==> src/hw/rtl/wsmv_pkg.sv <==
package wsmv_pkg;

    localparam int SLOTS        = 3;
    localparam int IDX_W        = (SLOTS > 1) ? $clog2(SLOTS) : 1;
    localparam int CNT_W        = $clog2(SLOTS + 1);
    localparam int SCORE_W      = (SLOTS > 1) ? $clog2(SLOTS) : 1;
    localparam int SUM_W        = 16 + CNT_W;
    localparam int ACC_W        = SUM_W + 2;
    localparam int CW           = ACC_W + 18;
    localparam int ZW           = 34;
    localparam int ITER_W       = 5;
    localparam int CORDIC_STEPS = 20;
    localparam int DIV_STEPS    = SUM_W;
    localparam int TURN         = 36000;
    localparam int HALF_TURN    = 18000;
    localparam int QUARTER      = 9000;
    localparam int ANGLE_BIAS   = 144000;
    localparam int CORDIC_X0    = 39797;

    typedef enum logic [1:0] {
        STATUS_NONE     = 2'd0,
        STATUS_SINGLE   = 2'd1,
        STATUS_MAJORITY = 2'd2,
        STATUS_MEAN     = 2'd3
    } status_t;

    localparam logic [1:0] CFG_MAX_AGE     = 2'd0;
    localparam logic [1:0] CFG_ANGLE_LIMIT = 2'd1;
    localparam logic [1:0] CFG_SPEED_LIMIT = 2'd2;

    typedef struct packed {
        logic              load;
        logic              step;
        logic              vec_mode;
        logic [ITER_W-1:0] iter;
    } cordic_ctrl_t;

    function automatic logic signed [ZW-1:0] atan_lut(input logic [ITER_W-1:0] i);
        logic signed [ZW-1:0] v;
        unique case (i)
            5'd0:    v = 34'sd294912000;
            5'd1:    v = 34'sd174096719;
            5'd2:    v = 34'sd91987925;
            5'd3:    v = 34'sd46694507;
            5'd4:    v = 34'sd23437865;
            5'd5:    v = 34'sd11730358;
            5'd6:    v = 34'sd5866610;
            5'd7:    v = 34'sd2933484;
            5'd8:    v = 34'sd1466764;
            5'd9:    v = 34'sd733385;
            5'd10:   v = 34'sd366693;
            5'd11:   v = 34'sd183346;
            5'd12:   v = 34'sd91673;
            5'd13:   v = 34'sd45837;
            5'd14:   v = 34'sd22918;
            5'd15:   v = 34'sd11459;
            5'd16:   v = 34'sd5730;
            5'd17:   v = 34'sd2865;
            5'd18:   v = 34'sd1432;
            5'd19:   v = 34'sd716;
            default: v = '0;
        endcase
        return v;
    endfunction

endpackage

==> src/hw/rtl/wind_sample_majority_voter_unit.sv <==
// wind sample majority voter
// in channel (in_valid/in_ready): operation, sample_angle, sample_speed, now_ms.
//   operation 0 pushes a sample into the next ring slot and gives no result item;
//   operation 1 evaluates the fresh slots and gives one result item.
// out channel (out_valid/out_ready): fusion_status, fused_angle, fused_speed,
//   held in an output register until taken.
// cfg channel (cfg_valid/cfg_ready, cfg_index, cfg_data): always ready,
//   index 0 max age, 1 angle limit, 2 speed limit, other indexes ignored.
// one item at a time on a shared cordic step unit and compare/subtract
//   sequencer. a push reduces the angle (one subtract a cycle), then writes its slot.
//   an evaluate scans the slots and finishes directly for no or one fresh sample;
//   else it takes the majority vote, and if no pair agrees, the mean path (per slot:
//   quadrant reduction plus 20 cordic steps, then 20 vectoring steps and an 18 step divide).
// in_ready is high only while the sequencer is idle; a new item may enter while
// the previous result still waits in the output register. if the receiver stalls,
// a finished evaluate waits until the output register frees.
// reset: slots invalid, write pointer 0, registers 5000 / 3000 / 800, no result.
module wind_sample_majority_voter_unit
    import wsmv_pkg::*;
(
    input  logic               clk,
    input  logic               rst_n,
    input  logic               in_valid,
    output logic               in_ready,
    input  logic               operation,
    input  logic signed [17:0] sample_angle,
    input  logic        [15:0] sample_speed,
    input  logic        [31:0] now_ms,
    output logic               out_valid,
    input  logic               out_ready,
    output logic        [1:0]  fusion_status,
    output logic        [15:0] fused_angle,
    output logic        [15:0] fused_speed,
    input  logic               cfg_valid,
    output logic               cfg_ready,
    input  logic        [1:0]  cfg_index,
    input  logic        [15:0] cfg_data
);

    typedef enum logic [17:0] {
        S_IDLE    = 18'b000000000000000001,
        S_PNORM   = 18'b000000000000000010,
        S_SCAN    = 18'b000000000000000100,
        S_CLASS   = 18'b000000000000001000,
        S_LOADA   = 18'b000000000000010000,
        S_CMP     = 18'b000000000000100000,
        S_SCORE   = 18'b000000000001000000,
        S_PICK    = 18'b000000000010000000,
        S_MLOAD   = 18'b000000000100000000,
        S_QUAD    = 18'b000000001000000000,
        S_ROT     = 18'b000000010000000000,
        S_ACC     = 18'b000000100000000000,
        S_VLOAD   = 18'b000001000000000000,
        S_VEC     = 18'b000010000000000000,
        S_VEND    = 18'b000100000000000000,
        S_DIVINIT = 18'b001000000000000000,
        S_DIV     = 18'b010000000000000000,
        S_DONE    = 18'b100000000000000000
    } state_t;

    state_t state_reg, state_next;

    logic [15:0] max_age_reg, max_age_next;
    logic [14:0] angle_lim_reg, angle_lim_next;
    logic [15:0] speed_lim_reg, speed_lim_next;

    logic [15:0] slot_angle_reg [SLOTS];
    logic [15:0] slot_speed_reg [SLOTS];
    logic [31:0] slot_time_reg  [SLOTS];
    logic [SLOTS-1:0] slot_valid_reg, slot_valid_next;
    logic [IDX_W-1:0] write_slot_reg, write_slot_next;
    logic             slot_we;

    logic [18:0]        pn_reg, pn_next;
    logic [15:0]        pspeed_reg, pspeed_next;
    logic [31:0]        now_reg, now_next;
    logic [IDX_W-1:0]   idx_reg, idx_next, j_reg, j_next, sel_reg, sel_next;
    logic [IDX_W-1:0]   best_reg, best_next, rd_idx;
    logic [SLOTS-1:0]   fresh_reg, fresh_next;
    logic [CNT_W-1:0]   n_reg, n_next;
    logic [SCORE_W-1:0] score_reg, score_next, best_score_reg, best_score_next;
    logic [15:0]        a_ang_reg, a_ang_next, a_spd_reg, a_spd_next;
    logic [SUM_W-1:0]   sum_reg, sum_next;
    logic [15:0]        f_reg, f_next;
    logic [1:0]         q_reg, q_next;
    logic signed [ACC_W-1:0] sx_reg, sx_next, sy_reg, sy_next;
    logic [ITER_W-1:0]  iter_reg, iter_next;
    logic [CNT_W-1:0]   rem_reg, rem_next;
    logic [1:0]         res_status_reg, res_status_next;
    logic [15:0]        res_angle_reg, res_angle_next, res_speed_reg, res_speed_next;

    logic        out_valid_reg, out_valid_next;
    logic [1:0]  out_status_reg, out_status_next;
    logic [15:0] out_angle_reg, out_angle_next, out_speed_reg, out_speed_next;

    cordic_ctrl_t         cctrl;
    logic signed [CW-1:0] cx_init, cy_init, cx, cy;
    logic signed [ZW-1:0] cz_init, cz;

    logic        in_fire, last_idx, last_j, agree;
    logic [31:0] age;
    logic [15:0] rd_ang, rd_spd, ad, sd, circ;
    logic signed [ACC_W-1:0] ux, uy;
    logic signed [CW-1:0]    xs, ys;
    logic signed [ZW-1:0]    zr;
    logic signed [ZW-17:0]   cd;
    logic [CNT_W:0]          rem_sh;

    wsmv_cordic u_cordic (
        .clk    (clk),
        .ctrl   (cctrl),
        .x_init (cx_init),
        .y_init (cy_init),
        .z_init (cz_init),
        .x      (cx),
        .y      (cy),
        .z      (cz)
    );

    assign in_ready = (state_reg == S_IDLE);
    assign in_fire  = in_valid && in_ready;
    assign cfg_ready = 1'b1;

    always_comb
    begin
        priority if (state_reg == S_CMP)
            rd_idx = j_reg;
        else if (state_reg == S_CLASS)
            rd_idx = sel_reg;
        else if (state_reg == S_PICK)
            rd_idx = best_reg;
        else
            rd_idx = idx_reg;
    end

    // slot read and age, agreement of held slot against the slot being read, quadrant unfold and divide shift
    always_comb
    begin
        rd_ang   = slot_angle_reg[rd_idx];
        rd_spd   = slot_speed_reg[rd_idx];
        age      = now_reg - slot_time_reg[rd_idx];
        last_idx = (idx_reg == IDX_W'(SLOTS - 1));
        last_j   = (j_reg == IDX_W'(SLOTS - 1));
        ad       = (a_ang_reg >= rd_ang) ? a_ang_reg - rd_ang : rd_ang - a_ang_reg;
        sd       = (a_spd_reg >= rd_spd) ? a_spd_reg - rd_spd : rd_spd - a_spd_reg;
        circ     = (ad > 16'(HALF_TURN)) ? 16'(TURN) - ad : ad;
        agree    = (circ < {1'b0, angle_lim_reg}) && (sd < speed_lim_reg);
        unique case (q_reg)
            2'd0:
            begin
                ux = ACC_W'(cx);
                uy = ACC_W'(cy);
            end
            2'd1:
            begin
                ux = -ACC_W'(cy);
                uy = ACC_W'(cx);
            end
            2'd2:
            begin
                ux = -ACC_W'(cx);
                uy = -ACC_W'(cy);
            end
            default:
            begin
                ux = ACC_W'(cy);
                uy = -ACC_W'(cx);
            end
        endcase
        xs     = CW'(sx_reg) <<< 16;
        ys     = CW'(sy_reg) <<< 16;
        zr     = cz + ZW'(32768);
        cd     = zr[ZW-1:16];
        rem_sh = {rem_reg, sum_reg[SUM_W-1]};
    end

    always_comb
    begin
        state_next      = state_reg;
        max_age_next    = max_age_reg;
        angle_lim_next  = angle_lim_reg;
        speed_lim_next  = speed_lim_reg;
        slot_valid_next = slot_valid_reg;
        write_slot_next = write_slot_reg;
        slot_we         = 1'b0;
        pn_next         = pn_reg;
        pspeed_next     = pspeed_reg;
        now_next        = now_reg;
        idx_next        = idx_reg;
        j_next          = j_reg;
        sel_next        = sel_reg;
        best_next       = best_reg;
        fresh_next      = fresh_reg;
        n_next          = n_reg;
        score_next      = score_reg;
        best_score_next = best_score_reg;
        a_ang_next      = a_ang_reg;
        a_spd_next      = a_spd_reg;
        sum_next        = sum_reg;
        f_next          = f_reg;
        q_next          = q_reg;
        sx_next         = sx_reg;
        sy_next         = sy_reg;
        iter_next       = iter_reg;
        rem_next        = rem_reg;
        res_status_next = res_status_reg;
        res_angle_next  = res_angle_reg;
        res_speed_next  = res_speed_reg;
        out_valid_next  = out_valid_reg && !out_ready;
        out_status_next = out_status_reg;
        out_angle_next  = out_angle_reg;
        out_speed_next  = out_speed_reg;
        cctrl           = '0;
        cctrl.iter      = iter_reg;
        cx_init         = CW'(CORDIC_X0);
        cy_init         = '0;
        cz_init         = ZW'(f_reg) <<< 16;

        if (cfg_valid)
        begin
            if (cfg_index == CFG_MAX_AGE)
                max_age_next = cfg_data;
            if (cfg_index == CFG_ANGLE_LIMIT)
                angle_lim_next = cfg_data[14:0];
            if (cfg_index == CFG_SPEED_LIMIT)
                speed_lim_next = cfg_data;
        end

        unique case (state_reg)
            S_IDLE:
            begin
                if (in_fire)
                begin
                    now_next = now_ms;
                    if (!operation)
                    begin
                        pn_next     = 19'({sample_angle[17], sample_angle}) + 19'(ANGLE_BIAS);
                        pspeed_next = sample_speed;
                        state_next  = S_PNORM;
                    end
                    else
                    begin
                        idx_next   = '0;
                        fresh_next = '0;
                        n_next     = '0;
                        state_next = S_SCAN;
                    end
                end
            end
            S_PNORM:
            begin
                if (pn_reg >= 19'(TURN))
                    pn_next = pn_reg - 19'(TURN);
                else
                begin
                    slot_we = 1'b1;
                    slot_valid_next[write_slot_reg] = 1'b1;
                    write_slot_next = (write_slot_reg == IDX_W'(SLOTS - 1)) ? '0
                                      : write_slot_reg + 1'b1;
                    state_next = S_IDLE;
                end
            end
            S_SCAN:
            begin
                if (slot_valid_reg[idx_reg] && (age <= {16'b0, max_age_reg}))
                begin
                    fresh_next[idx_reg] = 1'b1;
                    n_next   = n_reg + 1'b1;
                    sel_next = idx_reg;
                end
                idx_next = idx_reg + 1'b1;
                if (last_idx)
                    state_next = S_CLASS;
            end
            S_CLASS:
            begin
                if (n_reg == '0)
                begin
                    res_status_next = STATUS_NONE;
                    res_angle_next  = '0;
                    res_speed_next  = '0;
                    state_next      = S_DONE;
                end
                else if (n_reg == CNT_W'(1))
                begin
                    res_status_next = STATUS_SINGLE;
                    res_angle_next  = rd_ang;
                    res_speed_next  = rd_spd;
                    state_next      = S_DONE;
                end
                else
                begin
                    idx_next        = '0;
                    best_score_next = '0;
                    best_next       = '0;
                    state_next      = S_LOADA;
                end
            end
            S_LOADA:
            begin
                if (fresh_reg[idx_reg])
                begin
                    a_ang_next = rd_ang;
                    a_spd_next = rd_spd;
                    j_next     = '0;
                    score_next = '0;
                    state_next = S_CMP;
                end
                else
                begin
                    idx_next = idx_reg + 1'b1;
                    if (last_idx)
                        state_next = S_PICK;
                end
            end
            S_CMP:
            begin
                if (fresh_reg[j_reg] && (j_reg != idx_reg) && agree)
                    score_next = score_reg + 1'b1;
                j_next = j_reg + 1'b1;
                if (last_j)
                    state_next = S_SCORE;
            end
            S_SCORE:
            begin
                if (score_reg > best_score_reg)
                begin
                    best_score_next = score_reg;
                    best_next       = idx_reg;
                end
                idx_next   = idx_reg + 1'b1;
                state_next = last_idx ? S_PICK : S_LOADA;
            end
            S_PICK:
            begin
                if (best_score_reg != '0)
                begin
                    res_status_next = STATUS_MAJORITY;
                    res_angle_next  = rd_ang;
                    res_speed_next  = rd_spd;
                    state_next      = S_DONE;
                end
                else
                begin
                    idx_next   = '0;
                    sum_next   = '0;
                    sx_next    = '0;
                    sy_next    = '0;
                    state_next = S_MLOAD;
                end
            end
            S_MLOAD:
            begin
                if (fresh_reg[idx_reg])
                begin
                    sum_next   = sum_reg + SUM_W'(rd_spd);
                    f_next     = rd_ang;
                    q_next     = '0;
                    state_next = S_QUAD;
                end
                else
                begin
                    idx_next = idx_reg + 1'b1;
                    if (last_idx)
                        state_next = S_VLOAD;
                end
            end
            S_QUAD:
            begin
                if (f_reg >= 16'(QUARTER))
                begin
                    f_next = f_reg - 16'(QUARTER);
                    q_next = q_reg + 1'b1;
                end
                else
                begin
                    cctrl.load = 1'b1;
                    iter_next  = '0;
                    state_next = S_ROT;
                end
            end
            S_ROT:
            begin
                cctrl.step = 1'b1;
                iter_next  = iter_reg + 1'b1;
                if (iter_reg == ITER_W'(CORDIC_STEPS - 1))
                    state_next = S_ACC;
            end
            S_ACC:
            begin
                sx_next    = sx_reg + ux;
                sy_next    = sy_reg + uy;
                idx_next   = idx_reg + 1'b1;
                state_next = last_idx ? S_VLOAD : S_MLOAD;
            end
            S_VLOAD:
            begin
                if ((sx_reg == '0) && (sy_reg == '0))
                begin
                    res_angle_next = '0;
                    state_next     = S_DIVINIT;
                end
                else
                begin
                    cctrl.load = 1'b1;
                    cx_init    = xs;
                    cy_init    = ys;
                    cz_init    = '0;
                    if (sx_reg < 0)
                    begin
                        if (sy_reg >= 0)
                        begin
                            cx_init = ys;
                            cy_init = -xs;
                            cz_init = ZW'(QUARTER) <<< 16;
                        end
                        else
                        begin
                            cx_init = -ys;
                            cy_init = xs;
                            cz_init = -(ZW'(QUARTER) <<< 16);
                        end
                    end
                    iter_next  = '0;
                    state_next = S_VEC;
                end
            end
            S_VEC:
            begin
                cctrl.step     = 1'b1;
                cctrl.vec_mode = 1'b1;
                iter_next      = iter_reg + 1'b1;
                if (iter_reg == ITER_W'(CORDIC_STEPS - 1))
                    state_next = S_VEND;
            end
            S_VEND:
            begin
                if (cd < 0)
                    res_angle_next = 16'(cd + (ZW-16)'(TURN));
                else if (cd >= (ZW-16)'(TURN))
                    res_angle_next = 16'(cd - (ZW-16)'(TURN));
                else
                    res_angle_next = 16'(cd);
                state_next = S_DIVINIT;
            end
            S_DIVINIT:
            begin
                sum_next   = sum_reg + SUM_W'(n_reg >> 1);
                rem_next   = '0;
                iter_next  = '0;
                state_next = S_DIV;
            end
            S_DIV:
            begin
                if (rem_sh >= {1'b0, n_reg})
                begin
                    rem_next = CNT_W'(rem_sh - {1'b0, n_reg});
                    sum_next = {sum_reg[SUM_W-2:0], 1'b1};
                end
                else
                begin
                    rem_next = rem_sh[CNT_W-1:0];
                    sum_next = {sum_reg[SUM_W-2:0], 1'b0};
                end
                iter_next = iter_reg + 1'b1;
                if (iter_reg == ITER_W'(DIV_STEPS - 1))
                begin
                    res_status_next = STATUS_MEAN;
                    state_next      = S_DONE;
                end
            end
            S_DONE:
            begin
                if (!out_valid_reg || out_ready)
                begin
                    out_valid_next  = 1'b1;
                    out_status_next = res_status_reg;
                    out_angle_next  = res_angle_reg;
                    out_speed_next  = (res_status_reg == STATUS_MEAN) ? sum_reg[15:0]
                                      : res_speed_reg;
                    state_next      = S_IDLE;
                end
            end
            default:
            begin
                state_next = S_IDLE;
            end
        endcase
    end

    always_ff @(posedge clk or negedge rst_n)
    begin
        if (!rst_n)
        begin
            state_reg      <= S_IDLE;
            max_age_reg    <= 16'd5000;
            angle_lim_reg  <= 15'd3000;
            speed_lim_reg  <= 16'd800;
            slot_valid_reg <= '0;
            write_slot_reg <= '0;
            out_valid_reg  <= 1'b0;
        end
        else
        begin
            state_reg      <= state_next;
            max_age_reg    <= max_age_next;
            angle_lim_reg  <= angle_lim_next;
            speed_lim_reg  <= speed_lim_next;
            slot_valid_reg <= slot_valid_next;
            write_slot_reg <= write_slot_next;
            out_valid_reg  <= out_valid_next;
        end
    end

    always_ff @(posedge clk)
    begin
        if (slot_we)
        begin
            slot_angle_reg[write_slot_reg] <= pn_reg[15:0];
            slot_speed_reg[write_slot_reg] <= pspeed_reg;
            slot_time_reg[write_slot_reg]  <= now_reg;
        end
        pn_reg         <= pn_next;
        pspeed_reg     <= pspeed_next;
        now_reg        <= now_next;
        idx_reg        <= idx_next;
        j_reg          <= j_next;
        sel_reg        <= sel_next;
        best_reg       <= best_next;
        fresh_reg      <= fresh_next;
        n_reg          <= n_next;
        score_reg      <= score_next;
        best_score_reg <= best_score_next;
        a_ang_reg      <= a_ang_next;
        a_spd_reg      <= a_spd_next;
        sum_reg        <= sum_next;
        f_reg          <= f_next;
        q_reg          <= q_next;
        sx_reg         <= sx_next;
        sy_reg         <= sy_next;
        iter_reg       <= iter_next;
        rem_reg        <= rem_next;
        res_status_reg <= res_status_next;
        res_angle_reg  <= res_angle_next;
        res_speed_reg  <= res_speed_next;
        out_status_reg <= out_status_next;
        out_angle_reg  <= out_angle_next;
        out_speed_reg  <= out_speed_next;
    end

    assign out_valid     = out_valid_reg;
    assign fusion_status = out_status_reg;
    assign fused_angle   = out_angle_reg;
    assign fused_speed   = out_speed_reg;

`ifndef SYNTHESIS
    a_none_is_zero: assert property (@(posedge clk) disable iff (!rst_n)
        (out_valid && (fusion_status == STATUS_NONE))
            |-> ((fused_angle == '0) && (fused_speed == '0)))
        else $error("no-data result carries nonzero payload");

    a_angle_range: assert property (@(posedge clk) disable iff (!rst_n)
        out_valid |-> (fused_angle < 16'(TURN)))
        else $error("fused angle out of range");

    a_ptr_range: assert property (@(posedge clk) disable iff (!rst_n)
        write_slot_reg <= IDX_W'(SLOTS - 1))
        else $error("write pointer out of range");

    a_push_no_result: assert property (@(posedge clk) disable iff (!rst_n)
        (in_valid && in_ready && !operation) |=> !$rose(out_valid))
        else $error("push produced a result item");
`endif

endmodule

==> src/hw/rtl/wsmv_cordic.sv <==
module wsmv_cordic
    import wsmv_pkg::*;
(
    input  logic                 clk,
    input  cordic_ctrl_t         ctrl,
    input  logic signed [CW-1:0] x_init,
    input  logic signed [CW-1:0] y_init,
    input  logic signed [ZW-1:0] z_init,
    output logic signed [CW-1:0] x,
    output logic signed [CW-1:0] y,
    output logic signed [ZW-1:0] z
);

    logic signed [CW-1:0] x_reg, x_next, y_reg, y_next;
    logic signed [ZW-1:0] z_reg, z_next;
    logic signed [CW-1:0] dx, dy;
    logic signed [ZW-1:0] at;
    logic                 pos;

    always_comb
    begin
        dx  = y_reg >>> ctrl.iter;
        dy  = x_reg >>> ctrl.iter;
        at  = atan_lut(ctrl.iter);
        pos = ctrl.vec_mode ? y_reg[CW-1] : !z_reg[ZW-1];
        x_next = x_reg;
        y_next = y_reg;
        z_next = z_reg;
        priority if (ctrl.load)
        begin
            x_next = x_init;
            y_next = y_init;
            z_next = z_init;
        end
        else if (ctrl.step)
        begin
            if (pos)
            begin
                x_next = x_reg - dx;
                y_next = y_reg + dy;
                z_next = z_reg - at;
            end
            else
            begin
                x_next = x_reg + dx;
                y_next = y_reg - dy;
                z_next = z_reg + at;
            end
        end
    end

    always_ff @(posedge clk)
    begin
        x_reg <= x_next;
        y_reg <= y_next;
        z_reg <= z_next;
    end

    assign x = x_reg;
    assign y = y_reg;
    assign z = z_reg;

endmodule
==> config.mk <==
export PLATFORM = sky130hd
export DESIGN_NAME = wind_sample_majority_voter_unit
export DESIGN_NICKNAME = d
export VERILOG_FILES = /design/src/hw/rtl/wsmv_pkg.sv /design/src/hw/rtl/wind_sample_majority_voter_unit.sv /design/src/hw/rtl/wsmv_cordic.sv
export SDC_FILE = /design/constraint.sdc
export NUM_CORES = 2
export LEC_CHECK = 0
export ABC_AREA = 1
export ABC_CLOCK_PERIOD_IN_PS = 7700
export BUFFER_PORTS_ARGS = -buffer_cell sky130_fd_sc_hd__buf_2
export CAP_MARGIN = 20
export CORE_MARGIN = 10
export CORE_UTILIZATION = 38
export CTS_BUF_LIST = sky130_fd_sc_hd__clkbuf_8
export DETAILED_ROUTE_END_ITERATION = 12
export HOLD_SLACK_MARGIN = 0.03
export SETUP_SLACK_MARGIN = 0.5
export SLEW_MARGIN = 20
export SYNTH_ARGS = -nofsm -noshare
export SYNTH_HDL_FRONTEND = slang
export SYNTH_HIERARCHICAL = 1
export SYNTH_SLANG_ARGS = --single-unit
==> constraint.sdc <==
create_clock -name clk -period 7.7 [get_ports clk]
set_input_delay 0.77 -clock clk [delete_from_list [all_inputs] [get_ports clk]]
set_output_delay 0.77 -clock clk [all_outputs]
set_load 0.01 [all_outputs]
# Word level (Yosys, flattened, before mapping)

Memory sizes are Yosys's and may differ from the RTL's. A register that Yosys moved wholly into a read port is not among the register bits.
Cells that the tools add are included.

Magnitude comparators: 19
Muxes and demuxes: 133
Equal/unequal tests: 58
Shift operators: 2
Bitwise operators: 4
Add/sub/neg operators: 34
Reduce and logical (&&, ||, !) cells: 60

Operators by type and width:

| kind                   | number |
|---|---|
| $mux 38                | 14 |
| $mux 18                | 18 |
| $pmux 18 s18           | 1 |
| $mux 16                | 16 |
| $mux 34                | 7 |
| $pmux 20 s3            | 2 |
| $pmux 20 s2            | 2 |
| $add 38x38->38         | 2 |
| $neg 36->38            | 2 |
| $sshr 38x5->38         | 2 |
| $sub 38x38->38         | 2 |
| $pmux 18 s4            | 1 |
| $pmux 16 s2            | 2 |
| $pmux 16 s4            | 1 |
| $sub 16x16->16         | 4 |
| $mux 19                | 3 |
| $mux 2                 | 21 |
| $ne 2x2->1 const B     | 21 |
| $add 20x20->20         | 2 |
| $logic_not 20->1       | 2 |
| $neg 20->20            | 2 |
| $pmux 19 s2            | 1 |
| $add 34x17->34 const B | 1 |
| $add 34x34->34         | 1 |
| 84 further kinds       | 180 |

Memory bits (writable): 192
Output and inout bits: 37
Memories: 4
Flip-flop bits (word level): 448
ROM bits: 928

Memory list:

| name             | words | bits a word | read ports | clocked after Yosys merged registers in | wr ports | line                                  | RTL |
|---|---|---|---|---|---|---|---|
| (name not given) | 32    | 29          | 1          | 1                                       | 0        | wsmv_pkg.sv:40                        | `unique case (i)` |
| slot_time_reg    | 3     | 32          | 1          | 0                                       | 1        | wind_sample_majority_voter_unit.sv:69 | `logic [31:0] slot_time_reg [SLOTS];` |
| slot_angle_reg   | 3     | 16          | 1          | 0                                       | 1        | wind_sample_majority_voter_unit.sv:67 | `logic [15:0] slot_angle_reg [SLOTS];` |
| slot_speed_reg   | 3     | 16          | 1          | 0                                       | 1        | wind_sample_majority_voter_unit.sv:68 | `logic [15:0] slot_speed_reg [SLOTS];` |

# Longest topological paths before layout

An unclocked memory read counts as a cell.

Depth in word-level cells: 14
Gate-level depth with buffers: 50

# Cells and area by module

The synthesis kept the hierarchy.

By module, submodules not included:

| module                          | area each (µm²) | instances | cells an instance | seq. area each (µm²) |
|---|---|---|---|---|
| wind_sample_majority_voter_unit | 34946.0         | 1         | 4303              | 15579.9 |
| wsmv_cordic                     | 18499.0         | 1         | 3134              | 3303.2 |

# Worst setup path after synthesis

No wires, ideal clock.

Path type: reg2reg
Start: reg pn_reg[5]
End: reg slot_valid_reg[2]
Setup slack: 1.337 ns
Buffers on the path: 0
Data arrival time: 6.271 ns
Cell stages (with the launch flop): 14
Setup time: 0.092 ns
Required time: 7.608 ns
Clock period less this slack: 6.363 ns
Cell sequence: edfxtp_1 -> inv_1 -> ha_1 -> inv_1 -> nand2_1 -> nand2_1 -> nand2_1 -> nand3_1 -> nor2_1 -> nor2_1 -> inv_1 -> nand3_1 -> nor3_1 -> or2_2

Longest elaborated chain between the ends: 3

RTL lines:

| what                       | line                                   | RTL |
|---|---|---|
| from (decl)                | wind_sample_majority_voter_unit.sv:74  | `logic [18:0] pn_reg, pn_next;` |
| from (signal assigned)     | wind_sample_majority_voter_unit.sv:523 | `pn_reg <= pn_next;` |
| $ge 19x16->1               | wind_sample_majority_voter_unit.sv:252 | `if (pn_reg >= 19'(TURN))` |
| $not 1->1 (no line)        | --                                     |  |
| $reduce_and 2->1 (no line) | --                                     |  |
| to (signal assigned)       | wind_sample_majority_voter_unit.sv:509 | `slot_valid_reg <= slot_valid_next;` |
| to (decl)                  | wind_sample_majority_voter_unit.sv:70  | `logic [SLOTS-1:0] slot_valid_reg, slot_valid_next;` |

Every way passes these cells.
A chain may end at the register's enable or synchronous reset.

# Worst setup path in the final report

Start: reg state_reg[8]
End: reg score_reg[0] (enable)

Elaborated cells on any way between the ends: 28

RTL lines:

| what                                                  | line                                   | RTL |
|---|---|---|
| from (decl)                                           | wind_sample_majority_voter_unit.sv:61  | `state_t state_reg, state_next;` |
| from (signal assigned)                                | wind_sample_majority_voter_unit.sv:505 | `state_reg <= state_next;` |
| $eq 18x8->1                                           | wind_sample_majority_voter_unit.sv:130 | `else if (state_reg == S_PICK)` |
| $mux 2                                                | wind_sample_majority_voter_unit.sv:130 |  |
| $mux 2                                                | wind_sample_majority_voter_unit.sv:128 | `else if (state_reg == S_CLASS)` |
| $mux 2 (*)                                            | wind_sample_majority_voter_unit.sv:126 | `priority if (state_reg == S_CMP)` |
| $mem_v2 3x16 (*)                                      | --                                     |  |
| net rd_spd[1]                                         | wind_sample_majority_voter_unit.sv:102 | `logic [15:0] rd_ang, rd_spd, ad, sd, circ;` |
| $sub 16x16->16 / $ge 16x16->1 (equally long branches) | wind_sample_majority_voter_unit.sv:145 | `sd = (a_spd_reg >= rd_spd) ? a_spd_reg - rd_spd : rd_spd - a_spd_reg;` |
| $mux 16 (*)                                           | wind_sample_majority_voter_unit.sv:145 |  |
| $lt 16x16->1 (*)                                      | wind_sample_majority_voter_unit.sv:147 | `agree = (circ < {1'b0, angle_lim_reg}) && (sd < speed_lim_reg);` |
| $logic_and 1x1->1 (*)                                 | wind_sample_majority_voter_unit.sv:147 |  |
| $logic_and 1x1->1 (*)                                 | wind_sample_majority_voter_unit.sv:318 | `if (fresh_reg[j_reg] && (j_reg != idx_reg) && agree)` |
| $ne 2x1->1 (no line) (*)                              | --                                     |  |
| $reduce_and 3->1 (no line) (*)                        | --                                     |  |
| to (signal assigned)                                  | wind_sample_majority_voter_unit.sv:532 | `score_reg <= score_next;` |
| to (decl)                                             | wind_sample_majority_voter_unit.sv:81  | `logic [SCORE_W-1:0] score_reg, score_next, best_score_reg, best_score_next;` |

Mark *: on every way through the listed nets, which the timed path passes. The rest lies on a longest branch.

==> metrics.md <==
| Metric | Value |
|---|---|
| Setup slack, reg-to-reg | 0.95 ns |
| Clock Skew | 0.0638 ns |
| Crit. End Element | flip-flop |
| Synth Flop Type | edfxtp_1 |
| VDD IR max | 0.237 mV |
| Clk sink count | 640 |
| DP HPWL | 146000 um |
| CP peak stage delay | 0.49 ns |
| CTS clk-pin slew, worst paths | 0.06 ns |
| Starting density of the core | 38.3% |
| Global router's overall resource usage | 23.1% |
| Final hold slack | 0.108 ns |
| Ranking of synthesized cells by area | edfxtp_1 32%, nand2_1 14%, ha_1 8.0% |
| Fin. Hold Viols | 0 |
| GRT busiest layer | met2 |
| Die W | 395 um |
| Sequential element share of the synthesized area | 35.3% |
| First-pass GRT wire length | 287000 um |
| RePlAce Congestion | 0.983 |
| Fin nets | 8067 |
| Port Buffers | 125 |
| Buffers and inverters on the worst path | 4 |
| Slew HR | 23.9% |
| Initial DRT Pass Iterations | 7 |
| CTS H-tree lvls | 3 |
| Largest net degree at the start of global routing | 80 |
| Mean Syn Cell Area | 7.19 um^2 |
| Vias/cell | 5.36 |
| Status | completed |
| Cell area after synthesis | 53400 um^2 |
| Placed cell area | 56100 um^2 |
| CP required | 8.29 ns |
| Detail Route Antenna Nets | 0 |
| Worst r2r path cells | 31 |
| Min Clock Period, post-route | 6.75 ns |
| Initial DRC count | 4950 |
| Final-report setup violation count | 0 |
| Leak | 0.0266 uW |
| Drc violations | 0 |
| WL per Instance | 19.7 um |
| Worst min-delay path category | input port to flip-flop |
| Worst flop-to-flop path endpoint | score_reg[0] |
| Max FO, Critical Path | 38 |
| Met1 Track Usage GR | 32.9% |
| Total die area | 156000 um^2 |
| # rows | 137 |
| Max Root-Sink Buffers | 3 |
| Critical Path Stages | 31 |
| PD cells | 262 nW/um^2 |
| FMAX | 148 MHz |
| Total CTS buffers | 119 |
| Unrepaired setup endpoints after global routing | no |
| Area Growth Syn to Fin | 10.7% |
| DP Cell Count | 9327 |
| DR vias | 51500 |
| CP Launch Point | state_reg[8] |
| Synth warn | 6 |
| Reg area | 18900 um^2 |
| CP startpoint kind | flip-flop |
| Remaining global-route overflow | 0 |
| Synth top cells by count | 1988 x nand2_1, 878 x inv_1, 733 x nand3_1 |
| Fraction of registers with async set/reset | 11.1% |
| Cell taking the most area after synthesis | edfxtp_1 |
| Fillers | 14600 |
| CP Class | flip-flop to flip-flop |
| Number of enable flip-flop cells after synthesis | 569 |
| Final Max Slew Viols | 0 |
| Area share of the largest cell type after synthesis | 32.0% |
| Reg2Reg Launch Point | state_reg[8] |
| Total routed wirelength | 189000 um |
| Max FFs per register | 96 |
| Period utilization | 87.6% |
| Clk_lat worst skew | 0.89 ns |
| Mapped Cells | 7437 |
| Final instance area | 59200 um^2 |
| Die span in y | 395 um |
| Final Non-Filler Cells | 9604 |
| Slew @ Worst Pin | 1.13 ns |
| CP arrival | 7.34 ns |
| End point of the critical path | score_reg[0] |
| Layout cells sized above 1 | 8.28% |
| M3 GR Usage | 4.02% |
| Yosys cell types | 71 |
| Vias in the first global route | 48600 |
| TNS Setup | 0 ns |
| Most frequent cell after synthesis | nand2_1 |
| Multi-input gate area | 30400 um^2 |
| Number of synthesized register bits | 640 |
| Root Driver | clkbuf_8 |
| Cell class contributing the biggest share of worst-path delay | compound AO/OA/AOI/OAI gates |
| Max Cap Violations | 0 |
| Initial antenna violation count | 5 |
| Slowest cell on the critical path | o21ai_0 |
| Met2 GRT Util | 35.9% |
| CTS tree | yes |
| Core area | 140000 um^2 |
| Io pins | 127 |
==> metrics by stage <==
stage / utilization (%) / total power, uW / setup slack [ns]
2_1_floorplan: - / 9840 / 1.34
4_1_cts: 42.2 / 15400 / 0.526
3_5_place_dp: 40.2 / 11900 / 0.355
5_1_grt: 42.4 / 16800 / 0.425
6_report: 42.4 / 15500 / 0.952
3_3_place_gp: 40.2 / 11900 / 0.488
==> logic make-up (layout without fill, tap and decap cells) <==
kind of cell	count (synthesis)	count (layout)	share of synthesized area, %
buffers and inverters	1129	1379	8.42
adder cells (fa/ha/maj)	351	351	8.37
AND/OR/NAND/NOR	3743	3744	29.9
other	2	42	0.0141
flip-flops	640	640	35.3
AO/OA/AOI/OAI	1333	1333	14.0
XOR/XNOR	234	234	3.83
multiplexers	5	5	0.0960
==> worst min-delay path by stage <==
stage                           start         endpoint  slack, ns  cells past startpoint
floorplan            res_angle_reg[0]   fused_angle[0]       0.40                      0
global placement    res_angle_reg[14]  fused_angle[14]       0.41                      0
detailed placement   res_angle_reg[0]   fused_angle[0]       0.41                      0
CTS                        now_ms[25]      now_reg[25]       0.03                      1
global route               now_ms[22]      now_reg[22]       0.04                      1
finish                     now_ms[12]      now_reg[12]       0.11                      1
==> routing by layer <==
layer,wire length (um),part of all wire (%),up-vias
met5,48,0.025,-
met4,4910,2.6,6
met1,87600,46,24000
li1,-,-,25300
met2,82100,44,1897
met3,14100,7.5,299
==> what timing repair did <==
item                                   in CTS  in global routing
resized for setup                           4                 37
pin swaps                                   0                  7
hold buffers                               39                  0
endpoints found under the hold margin      71                  0
cloned                                      0                  1
setup buffers                               0                 11
setup endpoints to repair                   2                  7
==> layout make-up <==
cell class              count  share of cell area, %
flip-flops and latches    640                   31.9
clock buffers             126                   2.93
inverters                 910                   5.81
diodes                      1                0.00423
clock inverters            96                   1.16
multi-input cells        5708                   51.4
well taps                1876                   3.97
repair buffers            247                   2.88
==> report_power, final <==
group	switching [uW]	internal (uW)	leakage (uW)	total, uW
Sequential	185	4130	0.00590	4320
Clock	1640	1750	0.00139	3390
Combinational	5130	2640	0.0193	7780
Total	6960	8520	0.0266	15500
==> layout by cell type (no fill, tap or decap), drive strengths merged, types with 13 or more instances in the layout <==
cell	synthesis	routed
o21ai	554	554
clkinv	10	52
dlygate4sd3	0	39
nand2	2035	2035
o221ai	27	27
a31oi	57	57
nor3	96	96
or2	83	83
nand4	61	61
clkbuf	125	126
xnor2	76	76
a21oi	474	474
nand3b	15	15
nor4	27	27
o31ai	13	13
a21o	27	27
ha	340	340
dfrtp	55	55
o21bai	25	25
dfstp	16	16
nand3	741	741
o22ai	22	22
o211ai	30	30
edfxtp	569	569
conb	2	41
buf	94	208
o21a	38	38
xor2	158	158
a211oi	17	17
a221oi	14	14
nor2	672	673
inv	900	946
Power figures use the tool's default switching activity.
